--- config.mk ---
export PLATFORM = sky130hd
export DESIGN_NAME = multibyte_flag_escape_stuffer_flat
export DESIGN_NICKNAME = d
export VERILOG_FILES = /design/src/rtl/mfes_pkg.sv /design/src/rtl/mfes_if.sv /design/src/rtl/mfes_ctrl.sv /design/src/rtl/mfes_dp.sv /design/src/rtl/multibyte_flag_escape_stuffer.sv /design/src/flat_wrapper.sv
export SDC_FILE = /design/constraint.sdc
export NUM_CORES = 1
export LEC_CHECK = 0
export BUFFER_PORTS_ARGS = -buffer_cell sky130_fd_sc_hd__buf_2
export CAP_MARGIN = 15
export CORE_ASPECT_RATIO = 1.25
export CORE_MARGIN = 2
export CORE_UTILIZATION = 40
export DETAILED_ROUTE_END_ITERATION = 10
export PLACE_DENSITY = 0.59
export SLEW_MARGIN = 5
export SYNTH_ARGS = -nofsm -noshare
export SYNTH_HDL_FRONTEND = slang
export SYNTH_HIERARCHICAL = 1
export SYNTH_SLANG_ARGS = --single-unit
--- constraint.sdc ---
create_clock -name clk_i -period 6.3 [get_ports clk_i]
set_input_delay 1.26 -clock clk_i [delete_from_list [all_inputs] [get_ports clk_i]]
set_output_delay 1.26 -clock clk_i [all_outputs]
set_load 0.01 [all_outputs]
--- src/rtl/mfes_pkg.sv ---
// shared types and constants for the flag/escape byte stuffer
`default_nettype none
package mfes_pkg;

  localparam int CFG_IDX_W  = 3;
  localparam int CFG_DATA_W = 32;

  localparam logic [CFG_IDX_W-1:0] CFG_DIRECTION   = 3'd0;
  localparam logic [CFG_IDX_W-1:0] CFG_FLAG_PAT    = 3'd1;
  localparam logic [CFG_IDX_W-1:0] CFG_FLAG_LEN    = 3'd2;
  localparam logic [CFG_IDX_W-1:0] CFG_ESC_PAT     = 3'd3;
  localparam logic [CFG_IDX_W-1:0] CFG_ESC_LEN     = 3'd4;

  localparam logic DIR_STUFF   = 1'b0;
  localparam logic DIR_UNSTUFF = 1'b1;

  typedef enum logic [1:0] {
    SEL_BYTE = 2'd0,
    SEL_ESC  = 2'd1,
    SEL_FLAG = 2'd2
  } pat_sel_e;

  typedef struct packed {
    logic accept;
    logic plan_hdr;
    logic plan_dec;
    logic plan_tail;
    logic emit;
    logic flush;
    logic end_frame;
  } dp_cmd_t;

  typedef struct packed {
    logic dir;
    logic in_frame;
    logic item_last;
    logic dec_needed;
    logic emit_ok;
    logic emit_last;
    logic hold_v;
    logic out_free;
  } dp_sts_t;

endpackage
`default_nettype wire

--- src/rtl/mfes_if.sv ---
// valid/ready channel interfaces for input and result items
`default_nettype none
interface mfes_in_if;
  logic       valid;
  logic       ready;
  logic [7:0] data_byte;
  logic       frame_last;
  modport source (output valid, output data_byte, output frame_last, input ready);
  modport sink (input valid, input data_byte, input frame_last, output ready);
endinterface

interface mfes_out_if;
  logic       valid;
  logic       ready;
  logic [7:0] out_byte;
  logic       frame_end;
  logic       run_last;
  modport source (output valid, output out_byte, output frame_end, output run_last,
                  input ready);
  modport sink (input valid, input out_byte, input frame_end, input run_last,
                output ready);
endinterface
`default_nettype wire

--- src/rtl/mfes_ctrl.sv ---
// sequencing state machine for the stuffer
`default_nettype none
module mfes_ctrl
  import mfes_pkg::*;
(
  input  wire logic    clk_i,
  input  wire logic    rst_ni,
  input  wire logic    in_valid_i,
  output logic         in_ready_o,
  input  wire dp_sts_t sts_i,
  output dp_cmd_t      cmd_o
);

  typedef enum logic [4:0] {
    S_IDLE  = 5'b00001,
    S_EMIT  = 5'b00010,
    S_DEC   = 5'b00100,
    S_TAIL  = 5'b01000,
    S_FLUSH = 5'b10000
  } state_e;

  state_e state_q, state_d;

  always_comb begin
    state_d    = state_q;
    cmd_o      = '0;
    in_ready_o = 1'b0;
    case (state_q)
      S_IDLE: begin
        in_ready_o = 1'b1;
        if (in_valid_i) begin
          cmd_o.accept = 1'b1;
          if (sts_i.dir == DIR_STUFF && !sts_i.in_frame) begin
            cmd_o.plan_hdr = 1'b1;
            state_d        = S_EMIT;
          end else begin
            state_d = S_DEC;
          end
        end
      end
      S_EMIT: begin
        if (sts_i.emit_ok) begin
          cmd_o.emit = 1'b1;
          if (sts_i.emit_last) state_d = S_DEC;
        end
      end
      S_DEC: begin
        if (sts_i.dec_needed) begin
          cmd_o.plan_dec = 1'b1;
          state_d        = S_EMIT;
        end else if (sts_i.item_last && sts_i.dir == DIR_STUFF) begin
          cmd_o.plan_tail = 1'b1;
          state_d         = S_TAIL;
        end else begin
          state_d = S_FLUSH;
        end
      end
      S_TAIL: begin
        if (sts_i.emit_ok) begin
          cmd_o.emit = 1'b1;
          if (sts_i.emit_last) state_d = S_FLUSH;
        end
      end
      S_FLUSH: begin
        if (!sts_i.hold_v || sts_i.out_free) begin
          cmd_o.flush     = 1'b1;
          cmd_o.end_frame = sts_i.item_last;
          state_d         = S_IDLE;
        end
      end
      default: state_d = S_IDLE;
    endcase
  end

  always_ff @(posedge clk_i or negedge rst_ni) begin
    if (!rst_ni) begin
      state_q <= S_IDLE;
    end else begin
      state_q <= state_d;
    end
  end

endmodule
`default_nettype wire

--- src/rtl/mfes_dp.sv ---
// datapath: config registers, match window, trailer delay, emit and output stages
`default_nettype none
module mfes_dp
  import mfes_pkg::*;
#(
  parameter int MaxPat = 4
) (
  input  wire logic                  clk_i,
  input  wire logic                  rst_ni,
  input  wire logic                  cfg_we_i,
  input  wire logic [CFG_IDX_W-1:0]  cfg_idx_i,
  input  wire logic [CFG_DATA_W-1:0] cfg_data_i,
  input  wire logic [7:0]            in_byte_i,
  input  wire logic                  in_last_i,
  input  wire dp_cmd_t               cmd_i,
  output dp_sts_t                    sts_o,
  output logic                       out_valid_o,
  input  wire logic                  out_ready_i,
  output logic [7:0]                 out_byte_o,
  output logic                       out_frame_end_o,
  output logic                       out_run_last_o
);

  localparam int Depth = 2 * MaxPat;
  localparam int LW    = $clog2(MaxPat + 1);
  localparam int CW    = $clog2(Depth + 1);
  localparam int IW    = $clog2(Depth);
  localparam int TW    = (MaxPat > 1) ? $clog2(MaxPat) : 1;

  // configuration
  logic        dir_q;
  logic [31:0] flag_pat_q, esc_pat_q;
  logic [2:0]  flag_len_q, esc_len_q;

  // frame state
  logic [7:0]    win_q [Depth];
  logic [7:0]    win_d [Depth];
  logic [CW-1:0] wfill_q, wfill_d;
  logic          in_frame_q, in_frame_d;
  logic [LW-1:0] hskip_q, hskip_d;
  logic [7:0]    td_q [MaxPat];
  logic [7:0]    td_d [MaxPat];
  logic [LW-1:0] tfill_q, tfill_d;
  logic [LW-1:0] eskip_q, eskip_d;
  logic          ilast_q;

  // emit plan
  pat_sel_e      cur_sel_q, cur_sel_d, nxt_sel_q, nxt_sel_d;
  logic [LW-1:0] cur_len_q, cur_len_d, nxt_len_q, nxt_len_d;
  logic [TW-1:0] k_q, k_d;
  logic [7:0]    pbyte_q, pbyte_d;

  // hold and output stages
  logic       hold_v_q;
  logic [7:0] hold_q;
  logic       out_v_q;
  logic [7:0] out_byte_q;
  logic       out_fe_q, out_rl_q;

  logic [LW-1:0] fl, el;
  logic          out_free, emit_last;
  logic [7:0]    emit_byte;

  function automatic logic [LW-1:0] eff_len(input logic [2:0] v);
    logic [LW-1:0] r;
    if (v == 3'd0) r = LW'(1);
    else if (32'(v) > 32'(MaxPat)) r = LW'(MaxPat);
    else r = LW'(v);
    return r;
  endfunction

  function automatic logic match_at(input logic [CW-1:0] off, input logic [31:0] pat,
                                    input logic [LW-1:0] len);
    logic        ok;
    logic [CW:0] pos;
    ok = ({1'b0, off} + (CW+1)'(len)) <= {1'b0, wfill_q};
    for (int k = 0; k < MaxPat; k++) begin
      pos = {1'b0, off} + (CW+1)'(k);
      if (k < int'(len)) begin
        if (pos >= (CW+1)'(Depth)) ok = 1'b0;
        else if (win_q[pos[IW-1:0]] != pat[8*k +: 8]) ok = 1'b0;
      end
    end
    return ok;
  endfunction

  assign fl = eff_len(flag_len_q);
  assign el = eff_len(esc_len_q);

  // decision for the byte at the head of the window
  logic          esc0, flg0, flge, dec_needed;
  logic [CW-1:0] need, rem, kk;
  pat_sel_e      p_sel0, p_sel1;
  logic [LW-1:0] p_len0, p_len1;
  logic [CW-1:0] p_drop;
  logic          p_setskip;
  logic [LW-1:0] p_skip;

  always_comb begin
    esc0 = match_at('0, esc_pat_q, el);
    flg0 = match_at('0, flag_pat_q, fl);
    flge = match_at(CW'(el), flag_pat_q, fl);
    if (dir_q == DIR_STUFF) need = (fl > el) ? CW'(fl) : CW'(el);
    else need = CW'(el) + CW'(fl);
    dec_needed = (wfill_q >= need) || (ilast_q && wfill_q != '0);
    rem = wfill_q - CW'(el);
    kk  = (CW'(el) < rem) ? CW'(el) : rem;
    p_sel0    = SEL_BYTE;
    p_len0    = LW'(1);
    p_sel1    = SEL_BYTE;
    p_len1    = '0;
    p_drop    = CW'(1);
    p_setskip = 1'b0;
    p_skip    = '0;
    if (dir_q == DIR_STUFF) begin
      if (esc0) begin
        p_sel0 = SEL_ESC;  p_len0 = el;
        p_sel1 = SEL_ESC;  p_len1 = el;
        p_drop = CW'(el);
      end else if (flg0) begin
        p_sel0 = SEL_ESC;  p_len0 = el;
        p_sel1 = SEL_FLAG; p_len1 = fl;
        p_drop = CW'(fl);
      end
    end else if (esc0) begin
      if (flge) begin
        p_sel0 = SEL_FLAG; p_len0 = fl;
        p_drop = CW'(el) + CW'(fl);
      end else begin
        // lone escape: also skip the next escape-length bytes
        p_sel0    = SEL_ESC; p_len0 = el;
        p_drop    = CW'(el) + kk;
        p_setskip = 1'b1;
        p_skip    = el - LW'(kk);
      end
    end
  end

  assign out_free  = !out_v_q || out_ready_i;
  assign emit_last = ((LW'(k_q) + LW'(1)) == cur_len_q) && (nxt_len_q == '0);

  always_comb begin
    case (cur_sel_q)
      SEL_ESC:  emit_byte = esc_pat_q[{k_q, 3'b000} +: 8];
      SEL_FLAG: emit_byte = flag_pat_q[{k_q, 3'b000} +: 8];
      default:  emit_byte = pbyte_q;
    endcase
  end

  // frame state and plan updates
  logic          fresh;
  logic [LW-1:0] hs, tf, es;
  logic [CW-1:0] wf;
  logic [7:0]    old_b;

  always_comb begin
    win_d      = win_q;
    wfill_d    = wfill_q;
    in_frame_d = in_frame_q;
    hskip_d    = hskip_q;
    td_d       = td_q;
    tfill_d    = tfill_q;
    eskip_d    = eskip_q;
    cur_sel_d  = cur_sel_q;
    cur_len_d  = cur_len_q;
    nxt_sel_d  = nxt_sel_q;
    nxt_len_d  = nxt_len_q;
    k_d        = k_q;
    pbyte_d    = pbyte_q;
    fresh      = !in_frame_q;
    hs         = fresh ? fl : hskip_q;
    tf         = fresh ? '0 : tfill_q;
    es         = fresh ? '0 : eskip_q;
    wf         = fresh ? '0 : wfill_q;
    old_b      = td_q[0];

    if (cfg_we_i && cfg_idx_i <= CFG_ESC_LEN || cmd_i.end_frame) begin
      in_frame_d = 1'b0;
      wfill_d    = '0;
      hskip_d    = '0;
      tfill_d    = '0;
      eskip_d    = '0;
    end else if (cmd_i.accept) begin
      in_frame_d = 1'b1;
      hskip_d    = hs;
      tfill_d    = tf;
      eskip_d    = es;
      wfill_d    = wf;
      if (dir_q == DIR_STUFF) begin
        if (wf < CW'(Depth)) begin
          win_d[wf[IW-1:0]] = in_byte_i;
          wfill_d = wf + CW'(1);
        end
      end else if (hs != '0) begin
        hskip_d = hs - LW'(1);
      end else if (tf < fl) begin
        td_d[TW'(tf)] = in_byte_i;
        tfill_d = tf + LW'(1);
      end else begin
        for (int i = 0; i < MaxPat - 1; i++) td_d[i] = td_q[i + 1];
        td_d[TW'(fl - LW'(1))] = in_byte_i;
        if (es != '0) begin
          eskip_d = es - LW'(1);
        end else if (wf < CW'(Depth)) begin
          win_d[wf[IW-1:0]] = old_b;
          wfill_d = wf + CW'(1);
        end
      end
    end

    if (cmd_i.plan_hdr || cmd_i.plan_tail) begin
      cur_sel_d = SEL_FLAG;
      cur_len_d = fl;
      nxt_len_d = '0;
      k_d       = '0;
    end else if (cmd_i.plan_dec) begin
      cur_sel_d = p_sel0;
      cur_len_d = p_len0;
      nxt_sel_d = p_sel1;
      nxt_len_d = p_len1;
      k_d       = '0;
      pbyte_d   = win_q[0];
      for (int i = 0; i < Depth; i++) begin
        if ((CW+1)'(i) + {1'b0, p_drop} < (CW+1)'(Depth)) win_d[i] = win_q[i + int'(p_drop)];
      end
      wfill_d = wfill_q - p_drop;
      if (p_setskip) eskip_d = p_skip;
    end else if (cmd_i.emit) begin
      if ((LW'(k_q) + LW'(1)) == cur_len_q) begin
        k_d = '0;
        if (nxt_len_q != '0) begin
          cur_sel_d = nxt_sel_q;
          cur_len_d = nxt_len_q;
          nxt_len_d = '0;
        end
      end else begin
        k_d = k_q + TW'(1);
      end
    end
  end

  always_ff @(posedge clk_i or negedge rst_ni) begin
    if (!rst_ni) begin
      dir_q      <= DIR_STUFF;
      flag_pat_q <= 32'h0000_007E;
      flag_len_q <= 3'd1;
      esc_pat_q  <= 32'h0000_007D;
      esc_len_q  <= 3'd1;
      wfill_q    <= '0;
      in_frame_q <= 1'b0;
      hskip_q    <= '0;
      tfill_q    <= '0;
      eskip_q    <= '0;
      cur_len_q  <= '0;
      nxt_len_q  <= '0;
      k_q        <= '0;
      hold_v_q   <= 1'b0;
      out_v_q    <= 1'b0;
    end else begin
      if (cfg_we_i) begin
        case (cfg_idx_i)
          CFG_DIRECTION: dir_q      <= cfg_data_i[0];
          CFG_FLAG_PAT:  flag_pat_q <= cfg_data_i;
          CFG_FLAG_LEN:  flag_len_q <= cfg_data_i[2:0];
          CFG_ESC_PAT:   esc_pat_q  <= cfg_data_i;
          CFG_ESC_LEN:   esc_len_q  <= cfg_data_i[2:0];
          default: ;
        endcase
      end
      wfill_q    <= wfill_d;
      in_frame_q <= in_frame_d;
      hskip_q    <= hskip_d;
      tfill_q    <= tfill_d;
      eskip_q    <= eskip_d;
      cur_len_q  <= cur_len_d;
      nxt_len_q  <= nxt_len_d;
      k_q        <= k_d;
      if (cmd_i.emit) begin
        hold_v_q <= 1'b1;
      end else if (cmd_i.flush) begin
        hold_v_q <= 1'b0;
      end
      if ((cmd_i.emit || cmd_i.flush) && hold_v_q) begin
        out_v_q <= 1'b1;
      end else if (out_ready_i) begin
        out_v_q <= 1'b0;
      end
    end
  end

  always_ff @(posedge clk_i) begin
    win_q     <= win_d;
    td_q      <= td_d;
    cur_sel_q <= cur_sel_d;
    nxt_sel_q <= nxt_sel_d;
    pbyte_q   <= pbyte_d;
    if (cmd_i.accept) begin
      ilast_q <= in_last_i;
    end
    if (cmd_i.emit) hold_q <= emit_byte;
    // the held byte is the last one of the item only at flush
    if ((cmd_i.emit || cmd_i.flush) && hold_v_q) begin
      out_byte_q <= hold_q;
      out_rl_q   <= cmd_i.flush;
      out_fe_q   <= cmd_i.flush && ilast_q;
    end
  end

  assign sts_o.dir        = dir_q;
  assign sts_o.in_frame   = in_frame_q;
  assign sts_o.item_last  = ilast_q;
  assign sts_o.dec_needed = dec_needed;
  assign sts_o.emit_ok    = !hold_v_q || out_free;
  assign sts_o.emit_last  = emit_last;
  assign sts_o.hold_v     = hold_v_q;
  assign sts_o.out_free   = out_free;

  assign out_valid_o     = out_v_q;
  assign out_byte_o      = out_byte_q;
  assign out_frame_end_o = out_fe_q;
  assign out_run_last_o  = out_rl_q;

endmodule
`default_nettype wire

--- src/rtl/multibyte_flag_escape_stuffer.sv ---
// top level of the multibyte flag/escape byte stuffer and unstuffer
//
//  channel   dir  handshake        payload
//  in_i      in   valid/ready      data_byte[7:0], frame_last
//  out_o     out  valid/ready      out_byte[7:0], frame_end, run_last
//  cfg       in   cfg_we_i         cfg_idx_i[2:0], cfg_data_i[31:0]
//
// one item at a time: an accept step, the opening flag at the start of a stuffed frame,
// then per match decision a decision step and its emitted bytes, a check step once no
// decision is due, the closing flag after the frame's last item when stuffing, and a
// flush step
// reset clears the frame state and loads the default flag 0x7E and escape 0x7D
// a stalled output holds the emit sequencer; a result register parts both sides
`default_nettype none
module multibyte_flag_escape_stuffer
  import mfes_pkg::*;
#(
  parameter int MAX_PATTERN_BYTES = 4
) (
  input  wire logic                  clk_i,
  input  wire logic                  rst_ni,
  input  wire logic                  cfg_we_i,
  input  wire logic [CFG_IDX_W-1:0]  cfg_idx_i,
  input  wire logic [CFG_DATA_W-1:0] cfg_data_i,
  mfes_in_if.sink                    in_i,
  mfes_out_if.source                 out_o
);

  dp_cmd_t cmd;
  dp_sts_t sts;

  mfes_ctrl u_ctrl (
    .clk_i      (clk_i),
    .rst_ni     (rst_ni),
    .in_valid_i (in_i.valid),
    .in_ready_o (in_i.ready),
    .sts_i      (sts),
    .cmd_o      (cmd)
  );

  mfes_dp #(
    .MaxPat (MAX_PATTERN_BYTES)
  ) u_dp (
    .clk_i           (clk_i),
    .rst_ni          (rst_ni),
    .cfg_we_i        (cfg_we_i),
    .cfg_idx_i       (cfg_idx_i),
    .cfg_data_i      (cfg_data_i),
    .in_byte_i       (in_i.data_byte),
    .in_last_i       (in_i.frame_last),
    .cmd_i           (cmd),
    .sts_o           (sts),
    .out_valid_o     (out_o.valid),
    .out_ready_i     (out_o.ready),
    .out_byte_o      (out_o.out_byte),
    .out_frame_end_o (out_o.frame_end),
    .out_run_last_o  (out_o.run_last)
  );

endmodule
`default_nettype wire

--- src/flat_wrapper.sv ---
// flat-port wrapper written by rule: the top's interface ports become plain ports
module multibyte_flag_escape_stuffer_flat import mfes_pkg::*;
#(
  parameter int MAX_PATTERN_BYTES = 4
)
  (clk_i, rst_ni, cfg_we_i, cfg_idx_i, cfg_data_i, in_i_valid, in_i_data_byte, in_i_frame_last, in_i_ready, out_o_valid, out_o_out_byte, out_o_frame_end, out_o_run_last, out_o_ready);
  mfes_in_if in_i_i ();
  mfes_out_if out_o_i ();
  input  wire logic clk_i;
  input  wire logic rst_ni;
  input  wire logic cfg_we_i;
  input  wire logic [CFG_IDX_W-1:0] cfg_idx_i;
  input  wire logic [CFG_DATA_W-1:0] cfg_data_i;
  input wire logic [$bits(in_i_i.valid)-1:0] in_i_valid;
  input wire logic [$bits(in_i_i.data_byte)-1:0] in_i_data_byte;
  input wire logic [$bits(in_i_i.frame_last)-1:0] in_i_frame_last;
  output wire logic [$bits(in_i_i.ready)-1:0] in_i_ready;
  output wire logic [$bits(out_o_i.valid)-1:0] out_o_valid;
  output wire logic [$bits(out_o_i.out_byte)-1:0] out_o_out_byte;
  output wire logic [$bits(out_o_i.frame_end)-1:0] out_o_frame_end;
  output wire logic [$bits(out_o_i.run_last)-1:0] out_o_run_last;
  input wire logic [$bits(out_o_i.ready)-1:0] out_o_ready;
  assign in_i_i.valid = in_i_valid;
  assign in_i_i.data_byte = in_i_data_byte;
  assign in_i_i.frame_last = in_i_frame_last;
  assign in_i_ready = in_i_i.ready;
  assign out_o_valid = out_o_i.valid;
  assign out_o_out_byte = out_o_i.out_byte;
  assign out_o_frame_end = out_o_i.frame_end;
  assign out_o_run_last = out_o_i.run_last;
  assign out_o_i.ready = out_o_ready;
  multibyte_flag_escape_stuffer #(.MAX_PATTERN_BYTES(MAX_PATTERN_BYTES)) u_core (.clk_i(clk_i), .rst_ni(rst_ni), .cfg_we_i(cfg_we_i), .cfg_idx_i(cfg_idx_i), .cfg_data_i(cfg_data_i), .in_i(in_i_i), .out_o(out_o_i));
endmodule
== After elaboration in Yosys (flattened, before gate mapping) ==
Index checks and enable logic that the tools add are counted.

* Div/mod/pow operators: 0
* Equality and inequality tests: 30
* Order comparisons: 49
* Muxes and demuxes: 204
* Reductions and logical operators: 48
* Bitwise gates (word level): 19
* $mul: 0
* Add/sub/neg operators: 30
* Shift-type cells: 2

{| class="wikitable"
|+ Operators with widths
! operator !! count
|-
| $mux 64 || 10
|-
| $bmux 8 s3 || 12
|-
| $mux 8 || 35
|-
| $ge 32x4->1 const B || 8
|-
| $not 5->32 || 7
|-
| $mux 3 || 50
|-
| $bwmux 64 || 2
|-
| $ne 8x8->1 || 12
|-
| $bwmux 32 || 2
|-
| $shiftx 32x6->8 || 2
|-
| $mux 4 || 15
|-
| $mux 1 || 47
|-
| $add 3x4->5 const A || 8
|-
| $mux 5 || 8
|-
| $lt 5x4->1 const B || 7
|-
| $mux 2 || 17
|-
| $demux 8 s2 || 2
|-
| $ge 4x4->1 const B || 8
|-
| $mux 32 || 1
|-
| $not 4->32 || 1
|-
| $pmux 5 s5 || 1
|-
| $demux 8 s3 || 1
|-
| $add 2x4->5 const A || 4
|-
| $not 3->4 || 5
|-
| other kinds (57) || 117
|}

* Bits in latches: 0
* Output and inout bits: 12
* Bits in read-only memories: 0
* Input bits: 49
* Memories: 0
* Bits in registers: 227
* Bits in writable memories: 0

== Longest topological paths before layout ==
Gate-level depths: netlist of run 1.

* Depth after elaboration: 31
* Gate-level depth with buffers: 33

== Modules after synthesis ==
Netlist of run 1, hierarchy kept.

{| class="wikitable"
|+ By module, submodules not included
! module !! cells an instance !! area an instance (um2) !! times used
|-
| mfes_dp || 2,030 || 18,761.7 || 1
|-
| mfes_ctrl || 48 || 392.9 || 1
|}

== Least setup slack after synthesis of run 1 ==
OpenSTA, ideal clock, no wires.

* Kind: reg-to-reg
* Start point: register u_core.u_dp.esc_len_q[2]
* End point: register u_core/u_dp/win_q[14] in the netlist's numbering
* Period minus slack after synthesis: 6.262 ns
* Data arrival time: 6.176 ns
* Required time: 6.214 ns
* Cell stages (with the launch flop): 25
* Setup time: 0.086 ns
* Setup slack: 0.038 ns
* Path through: dfrtp_1 -> buf_2 -> inv_2 -> clkbuf_1 -> buf_2 -> nand2_1 -> ha_1 -> xnor2_1 -> mux4_2 -> xor2_1 -> or3_1 -> a311o_1 -> o31ai_4 -> a21oi_2 -> o311ai_2 -> inv_2 -> buf_2 -> buf_1 -> ha_1 -> a2111oi_0 -> nand4_1 -> a21oi_2 -> buf_2 -> nor2_1 -> a221oi_2

{| class="wikitable"
|+ RTL lines
! what !! RTL line !! text
|-
| from (decl) || mfes_dp.sv:33 || <nowiki>logic [2:0] flag_len_q, esc_len_q;</nowiki>
|-
| from (signal assigned) || mfes_dp.sv:266 || <nowiki>CFG_ESC_LEN: esc_len_q <= cfg_data_i[2:0];</nowiki>
|-
| to (signal assigned) || mfes_dp.sv:292 || <nowiki>win_q <= win_d;</nowiki>
|-
| to (decl) || mfes_dp.sv:36 || <nowiki>logic [7:0] win_q [Depth];</nowiki>
|}

==> qor.yml, run 1 <==
finish:
  fill_cells: 4547
  multi_input_area_sq_um: 12370
  drive_above_1_share: 0.2049
  regArea_sq_um: 5678
  syn2layout_area_growth_pct: 9.844
  fin_cells: 2705
  nNetsFinal: 2150
  final_area_sq_um: 21040
critical_path:
  end_kind: "flip-flop"
  cp_max_fo: 16
  r2r-start: "u_core/u_dp/esc_len_q[0]"
  r2r_cells: 30
  cp.required_ns: 6.77
  slowest_stage: "dfstp_2"
  path_class: "flip-flop to flip-flop"
  slowest_delay_ns: 0.54
  r2r_end: "u_core/u_dp/win_q[11]"
  crit_top_cell: "ha_1"
  worst_setup_path_start_kind: "flip-flop"
  crit_path_start: "u_core/u_dp/esc_len_q[0]"
  worstPathArrival_ns: 6.42
  reg2reg_slack_ns: 0.35
  crit_end: "u_core/u_dp/win_q[11]"
clock_network:
  cts-root-buf: "clkbuf_16"
  clock_sinks: 227
  cts_tree: "yes"
  cts.clk_slew.worst_paths_ns: 0.06
  cts.path.max_buffers: 3
  clkLatencyLatePin_ns: 0.58
  postCtsHoldBufs: 0
  htree_levels: 1
  cts_buffers: 28
sta:
  finalCriticalPeriod_ns: 5.954
  rsz0062_at_grt: "no"
  fin_hold_ws_ns: 0.4231
  tightest_slew_ns: 1.168
  fmax_ghz: 0.1680
  maxSlewHeadroom: 0.2186
  fin_crit_sh: 0.9451
  setup_viol: 0
  hold_viol: 0
  maxSlewViolCount: 0
  setup_tns_ns: 0
  fin_skew_ns: 0.02115
global_route:
  overflow: 0
  grt_pass1_vias: 17150
  antenna_found_initial: 4
  grt_usage: 0.3004
  grt_max_degree: 79
  grt_pass1_wl_mm: 111.4
yosys:
  netlist_area_sq_um: 19150
  synthFlopType: "dfrtp_1"
  yosysWarningCount: 6
  synthArstFlopShare: 0.4405
  synth-edff-count: 61
  ys_seq_area_frac: 0.2962
  synthDistinctLibCells: 98
  ys_ff_latch: 227
  avgSynthCellArea_sq_um: 9.218
  netlist_instances: 2078
  syn-num-nets: 2186
floorplanning:
  die_w_um: 199.7
  initial_core_util: 0.4057
  core_sq_um: 47220
  die_height_um: 248.7
  rows: 89
  io_pins: 61
  die-area_sq_um: 49660
run_status:
  status: "completed"
detailed_routing:
  dr.pass1.iters: 5
  ant_nets: 0
  vias: 17703
  via_per_inst: 6.545
  detail_route.wl_per_cell_um: 27.89
  drc: 0
  first_iter_violations: 1944
  wirelength_mm: 75.44
placement:
  gp_congestion: 1.018
  buffer_ports.inserted: 60
  dp.cells: 2645
  placed_cell_area_sq_um: 19940
  hpwlAfterDp_mm: 53.60
flow_run:
  cap_viol_max_count: 0
hold_path:
  min_path_type: "flip-flop to flip-flop"
  min-delay-start: "u_core/u_dp/hold_q[4]"
pwr:
  leakage_nw: 8.094
  cellPowerDensity_nw_per_um2: 411.5
  vdd.ir_drop.worst_mv: 0.2178
-- kinds of logic after synthesis --
| family | share of synthesized area |
|---|---|
| flops | 0.2962 |
| compound gates | 0.2033 |
| simple gates | 0.1210 |
| fa+ha+maj | 0.03972 |
| xor+xnor | 0.05859 |
| buf+inv | 0.06232 |
| mux | 0.2189 |
-- what timing repair did --
| action | 4_1_cts | 5_1_grt |
|---|---|---|
| gates resized for setup | 0 | 10 |
| buffers inserted | 0 | 2 |
| setup endpoints to repair | 0 | 49 |
-- cell usage after synthesis (33+ instances only) --
cell        n  area share
mux4_2     76       0.089
o22ai_1    66       0.022
dfxtp_1    66       0.069
mux2_2     87       0.051
clkbuf_1  143       0.028
xnor2_1    57       0.026
nand2_1   169       0.033
o21ai_0   153       0.040
edfxtp_1   61       0.096
ha_1       56       0.037
o221ai_1   33       0.015
nor2_1    129       0.025
a21oi_1   138       0.036
mux2i_1   150       0.078
xor2_1     68       0.031
dfrtp_1    85        0.11
nand3_1    35      0.0091
inv_1      57       0.011
-- critical path: cells and delay by family, from the launching register on --
kind,cells,cell delay (ns)
adders and majority gates,6,1.68
AOI/OAI and AO/OA,7,1.48
and+or+nand+nor,10,1.47
DFF,1,0.54
buffers and inverters,6,0.54
xor gates and xnor gates,1,0.12
-- worst min path at each step --
stage | slack [ns] | cells after the start | endpoint
after floorplan | 0.40 | 0 | u_core/u_dp/out_byte_o[0]
after global placement | 0.40 | 0 | u_core/u_dp/out_byte_o[2]
after detailed placement | 0.41 | 0 | u_core/u_dp/out_byte_o[4]
after CTS | 0.42 | 0 | u_core/u_dp/out_byte_o[4]
after global routing | 0.44 | 0 | u_core/u_dp/out_byte_o[4]
final | 0.42 | 0 | u_core/u_dp/out_byte_o[4]
-- final cells by class --
type                       instances  share of cell area
tap                              637             0.03788
multi-input combinational       1578              0.5877
inverter                          65             0.01195
clock buffer                      31             0.03485
clock inverter                    21             0.01296
sequential                       227              0.2699
timing repair buffer             142             0.04430
antenna                            4           0.0004757
-- layout by cell type (no fill, tap or decap), types with 14 or more instances in the layout --
master	Yosys	layout
a211oi_1	24	24
a21o_1	17	17
a21oi_1	138	138
a221oi_1	20	20
a22o_1	24	24
buf_2	17	60
buf_4	16	79
clkbuf_16	0	29
dfrtp_1	85	84
dfstp_2	15	15
dfxtp_1	66	66
edfxtp_1	61	61
ha_1	56	55
inv_1	57	57
mux2_2	87	87
mux2i_1	150	150
mux4_2	76	76
nand2_1	169	169
nand2b_1	16	16
nand3_1	35	35
nand4_1	19	19
nor2_1	129	127
nor2b_1	27	26
nor3_1	21	19
nor4_1	16	14
o21ai_0	153	153
o221ai_1	33	33
o22ai_1	66	66
xnor2_1	57	57
xor2_1	68	68
-- registers in the layout, summed over array words and instances, names as in the netlist, 4 cells and up --
| name | flops |
|---|---|
| u_core/u_dp/out_byte_o | 8 |
| u_core/u_dp/wfill_q | 4 |
| u_core/u_ctrl/state_q | 5 |
| u_core/u_dp/esc_pat_q | 32 |
| u_core/u_dp/win_q | 64 |
| u_core/u_dp/old_b | 8 |
| u_core/u_dp/flag_pat_q | 32 |
| u_core/u_dp/pbyte_q | 8 |
| u_core/u_dp/hold_q | 8 |
| u_core/u_dp/td_q | 24 |
-- power by group --
group | switching, mW | total (mW) | internal [mW] | leakage [nW]
combinational | 2.40 | 4.17 | 1.77 | 5.30
clock | 0.726 | 1.78 | 1.06 | 0.480
sequential | 0.819 | 2.70 | 1.88 | 2.31
total | 3.95 | 8.66 | 4.71 | 8.09
-- metal layers --
layer	part of all wire	GRT usage	vias to the layer above	wire length [um]
li1	-	-	7669	-
met1	0.38	0.3693	8610	28440
met2	0.46	0.4819	1100	34700
met3	0.092	0.05886	324	6929
met4	0.071	0.1839	0	5370
met5	0	0	-	0
-- per-stage QoR --
stage / utilization / power (mW) / setup WS, ns
global route: 0.4455 / 9.059 / 0.03993
global placement: 0.4223 / 6.623 / 0.3629
detailed placement: 0.4223 / 6.714 / 0.1486
finish: 0.4456 / 8.658 / 0.3459
floorplan: - / 5.261 / 0.03803
CTS: 0.4436 / 8.513 / 0.09765
Power figures use the tool's default switching activity.
==> inputs of run 2 (changes only) <==
--- a/config.mk
+++ b/config.mk
@@ -5,13 +5,14 @@
 export SDC_FILE = /design/constraint.sdc
 export NUM_CORES = 1
 export LEC_CHECK = 0
-export BUFFER_PORTS_ARGS = -buffer_cell sky130_fd_sc_hd__buf_2
 export CAP_MARGIN = 15
 export CORE_ASPECT_RATIO = 1.25
 export CORE_MARGIN = 2
-export CORE_UTILIZATION = 40
+export CORE_UTILIZATION = 45
+export CTS_BUF_LIST = sky130_fd_sc_hd__clkbuf_8 sky130_fd_sc_hd__clkbuf_16
 export DETAILED_ROUTE_END_ITERATION = 10
-export PLACE_DENSITY = 0.59
+export DONT_BUFFER_PORTS = 1
+export PLACE_DENSITY = 0.64
 export SLEW_MARGIN = 5
 export SYNTH_ARGS = -nofsm -noshare
 export SYNTH_HDL_FRONTEND = slang
==> qor.yml, run 2 (synthesis gave the netlist of run 1 again) <==
flow_run:
  cap_viol_max_count: 0
pwr:
  leakage_nw: 7.872
  p_int_mw: 4.644
  p_switching_mw: 3.889
  cellPowerDensity_nw_per_um2: 414.2
  switching_share: 0.4558
  power_frac_clock: 0.202
  seq_power_share: 0.313
  pwr-share-comb: 0.485
  vdd.ir_drop.worst_mv: 0.2629
critical_path:
  crit_path_start: "u_core/u_dp/esc_len_q[0]"
  path_class: "flip-flop to flip-flop"
  r2r_cells: 22
  crit_end: "u_core/u_dp/win_q[2]"
  reg2reg_slack_ns: 0.30
  worstPathArrival_ns: 6.52
  worst_setup_path_start_kind: "flip-flop"
  cp_max_fo: 22
  cp.required_ns: 6.82
  end_kind: "flip-flop"
  r2r-start: "u_core/u_dp/esc_len_q[0]"
  r2r_end: "u_core/u_dp/win_q[2]"
hold_path:
  min_path_type: "input pin to async pin"
finish:
  layout_common_cells: "nand2_1, o21ai_0, mux2i_1"
  largest_register: "u_core/u_dp/win_q"
  largest_reg_flops: 64
  syn2layout_area_growth_pct: 7.551
  nNetsFinal: 2094
  fin_util: 0.4900
  final_common_cell: "nand2_1"
  drive_above_1_share: 0.1804
  top_regs: "u_core/u_dp/win_q (64), u_core/u_dp/esc_pat_q (32), u_core/u_dp/flag_pat_q (32)"
run_status:
  status: "completed"
detailed_routing:
  ant_nets: 0
  detail_route.wl_per_cell_um: 28.73
  drc: 0
  dr.pass1.iters: 9
  first_iter_violations: 2332
  via_per_inst: 6.825
  wirelength_mm: 73.76
  vias: 17519
placement:
  dp_slack_ns: -0.008745
  hpwlAfterDp_mm: 51.62
  buffer_ports.inserted: 0
  gp_congestion: 1.050
clock_network:
  cts_tree: "yes"
  cts.clk_slew.worst_paths_ns: 0.08
  cts_buffers: 27
  cts.path.max_buffers: 3
  clkLatencyLatePin_ns: 0.59
  cts-root-buf: "clkbuf_16"
  clock_sinks: 227
  htree_levels: 1
global_route:
  grt_pass1_vias: 16689
  grt_pass1_wl_mm: 109.2
  antenna_found_initial: 1
  overflow: 0
  grt_usage: 0.3269
  grt_max_degree: 103
sta:
  maxSlewHeadroom: 0.2028
  tightest_slew_ns: 1.191
  maxSlewViolCount: 0
  fin_ws_ns: 0.2969
  fmax_ghz: 0.1666
  fin_skew_ns: 0.02440
  hold_viol: 0
  fin_crit_sh: 0.9529
  finalCriticalPeriod_ns: 6.003
  setup_viol: 0
  rsz0062_at_grt: "yes"
floorplanning:
  rows: 84
  die_height_um: 234.7
  io_pins: 61
  die-area_sq_um: 44240
  core_sq_um: 42040
  initial_core_util: 0.4556
  die_w_um: 188.5
## run 2: changes by cell type in the layout (fill, tap and decap cells not counted), sizes merged
| cell | delta |
|---|---|
| buf | -55 |
| diode | -3 |
| clkinv | +2 |
| clkinvlp | -1 |
| bufinv | -1 |
| clkbuf | -2 |
## run 2: worst min-delay path by stage
| stage | to | from | slack [ns] | depth (start not counted) |
|---|---|---|---|---|
| 5_1_grt | u_core/u_dp/tfill_q[1] | rst_ni | 0.37 | 0 |
| 3_5_place_dp | u_core/u_dp/out_byte_o[6] | u_core/u_dp/hold_q[6] | 0.41 | 0 |
| 6_report | u_core/u_dp/eskip_q[1] | rst_ni | 0.38 | 0 |
| 2_1_floorplan | u_core/u_dp/out_byte_o[0] | u_core/u_dp/hold_q[0] | 0.40 | 0 |
| 4_1_cts | u_core/u_dp/eskip_q[1] | rst_ni | 0.35 | 0 |
| 3_3_place_gp | u_core/u_dp/out_byte_o[1] | u_core/u_dp/hold_q[1] | 0.40 | 0 |
## run 2: final cells by class
cell class	instances	area [sq um]
fill	3957	21440
multi-input combinational	1578	12350
sequential	227	5678
clock buffer	29	725.7
tap	559	699.4
timing repair buffer	87	658.1
inverter	65	251.5
clock inverter	21	236.5
antenna	1	2.502
## run 2: metal layers
| layer | wire, um | global-route usage | vias up |
|---|---|---|---|
| li1 | - | - | 7533 |
| met1 | 27180 | 0.4144 | 8551 |
| met2 | 32730 | 0.5023 | 1117 |
| met3 | 7749 | 0.06288 | 316 |
| met4 | 6048 | 0.2263 | 2 |
| met5 | 45 | 0 | - |
## run 2: critical path, cell delays in order (launching register included)
cell      delay, ns
dfstp_2        0.54
nor2b_2        0.07
nor2_8         0.16
buf_4          0.23
inv_4          0.05
ha_1           0.28
xnor2_1        0.16
buf_4          0.21
mux4_2         0.32
xor2_1         0.15
or3_1          0.34
a311o_1        0.53
o31ai_4        0.33
a21oi_2        0.18
o211ai_4       0.50
nand2_8        0.19
inv_2          0.10
buf_4          0.29
ha_1           0.21
nand2_1        0.07
a211o_1        0.34
a21oi_4        0.39
mux2i_1        0.25
## run 2: power groups by stage
| stage | Sequential [mW] | Clock (mW) | Combinational [mW] |
|---|---|---|---|
| finish | 2.67 | 1.73 | 4.14 |
| detailed placement | 2.64 | 0 | 3.99 |
| floorplan | 2.09 | 0 | 3.17 |
| global route | 2.66 | 1.79 | 4.45 |
| global placement | 2.62 | 0 | 3.92 |
| CTS | 2.61 | 1.74 | 4.01 |
## run 2: timing repair
| item | CTS | global route |
|---|---|---|
| buffers inserted | 0 | 1 |
| endpoints found under the setup margin | 13 | 50 |
| hold buffers | 0 | 0 |
| resized for setup | 1 | 9 |
| pin swaps | 0 | 2 |
## run 2: per-stage QoR
stage	power (mW)	hold WS [ns]	area, sq um	TNS, ns	std cells
finish	8.533	0.3774	20600	0	2567
global route	8.911	0.3692	20600	-0.01670	2566
CTS	8.364	0.3487	20540	0	2562
detailed placement	6.627	0.4061	19570	-0.01563	2512
global placement	6.539	0.4014	19570	0	2512
floorplan	5.261	0.4003	19150	0	2078
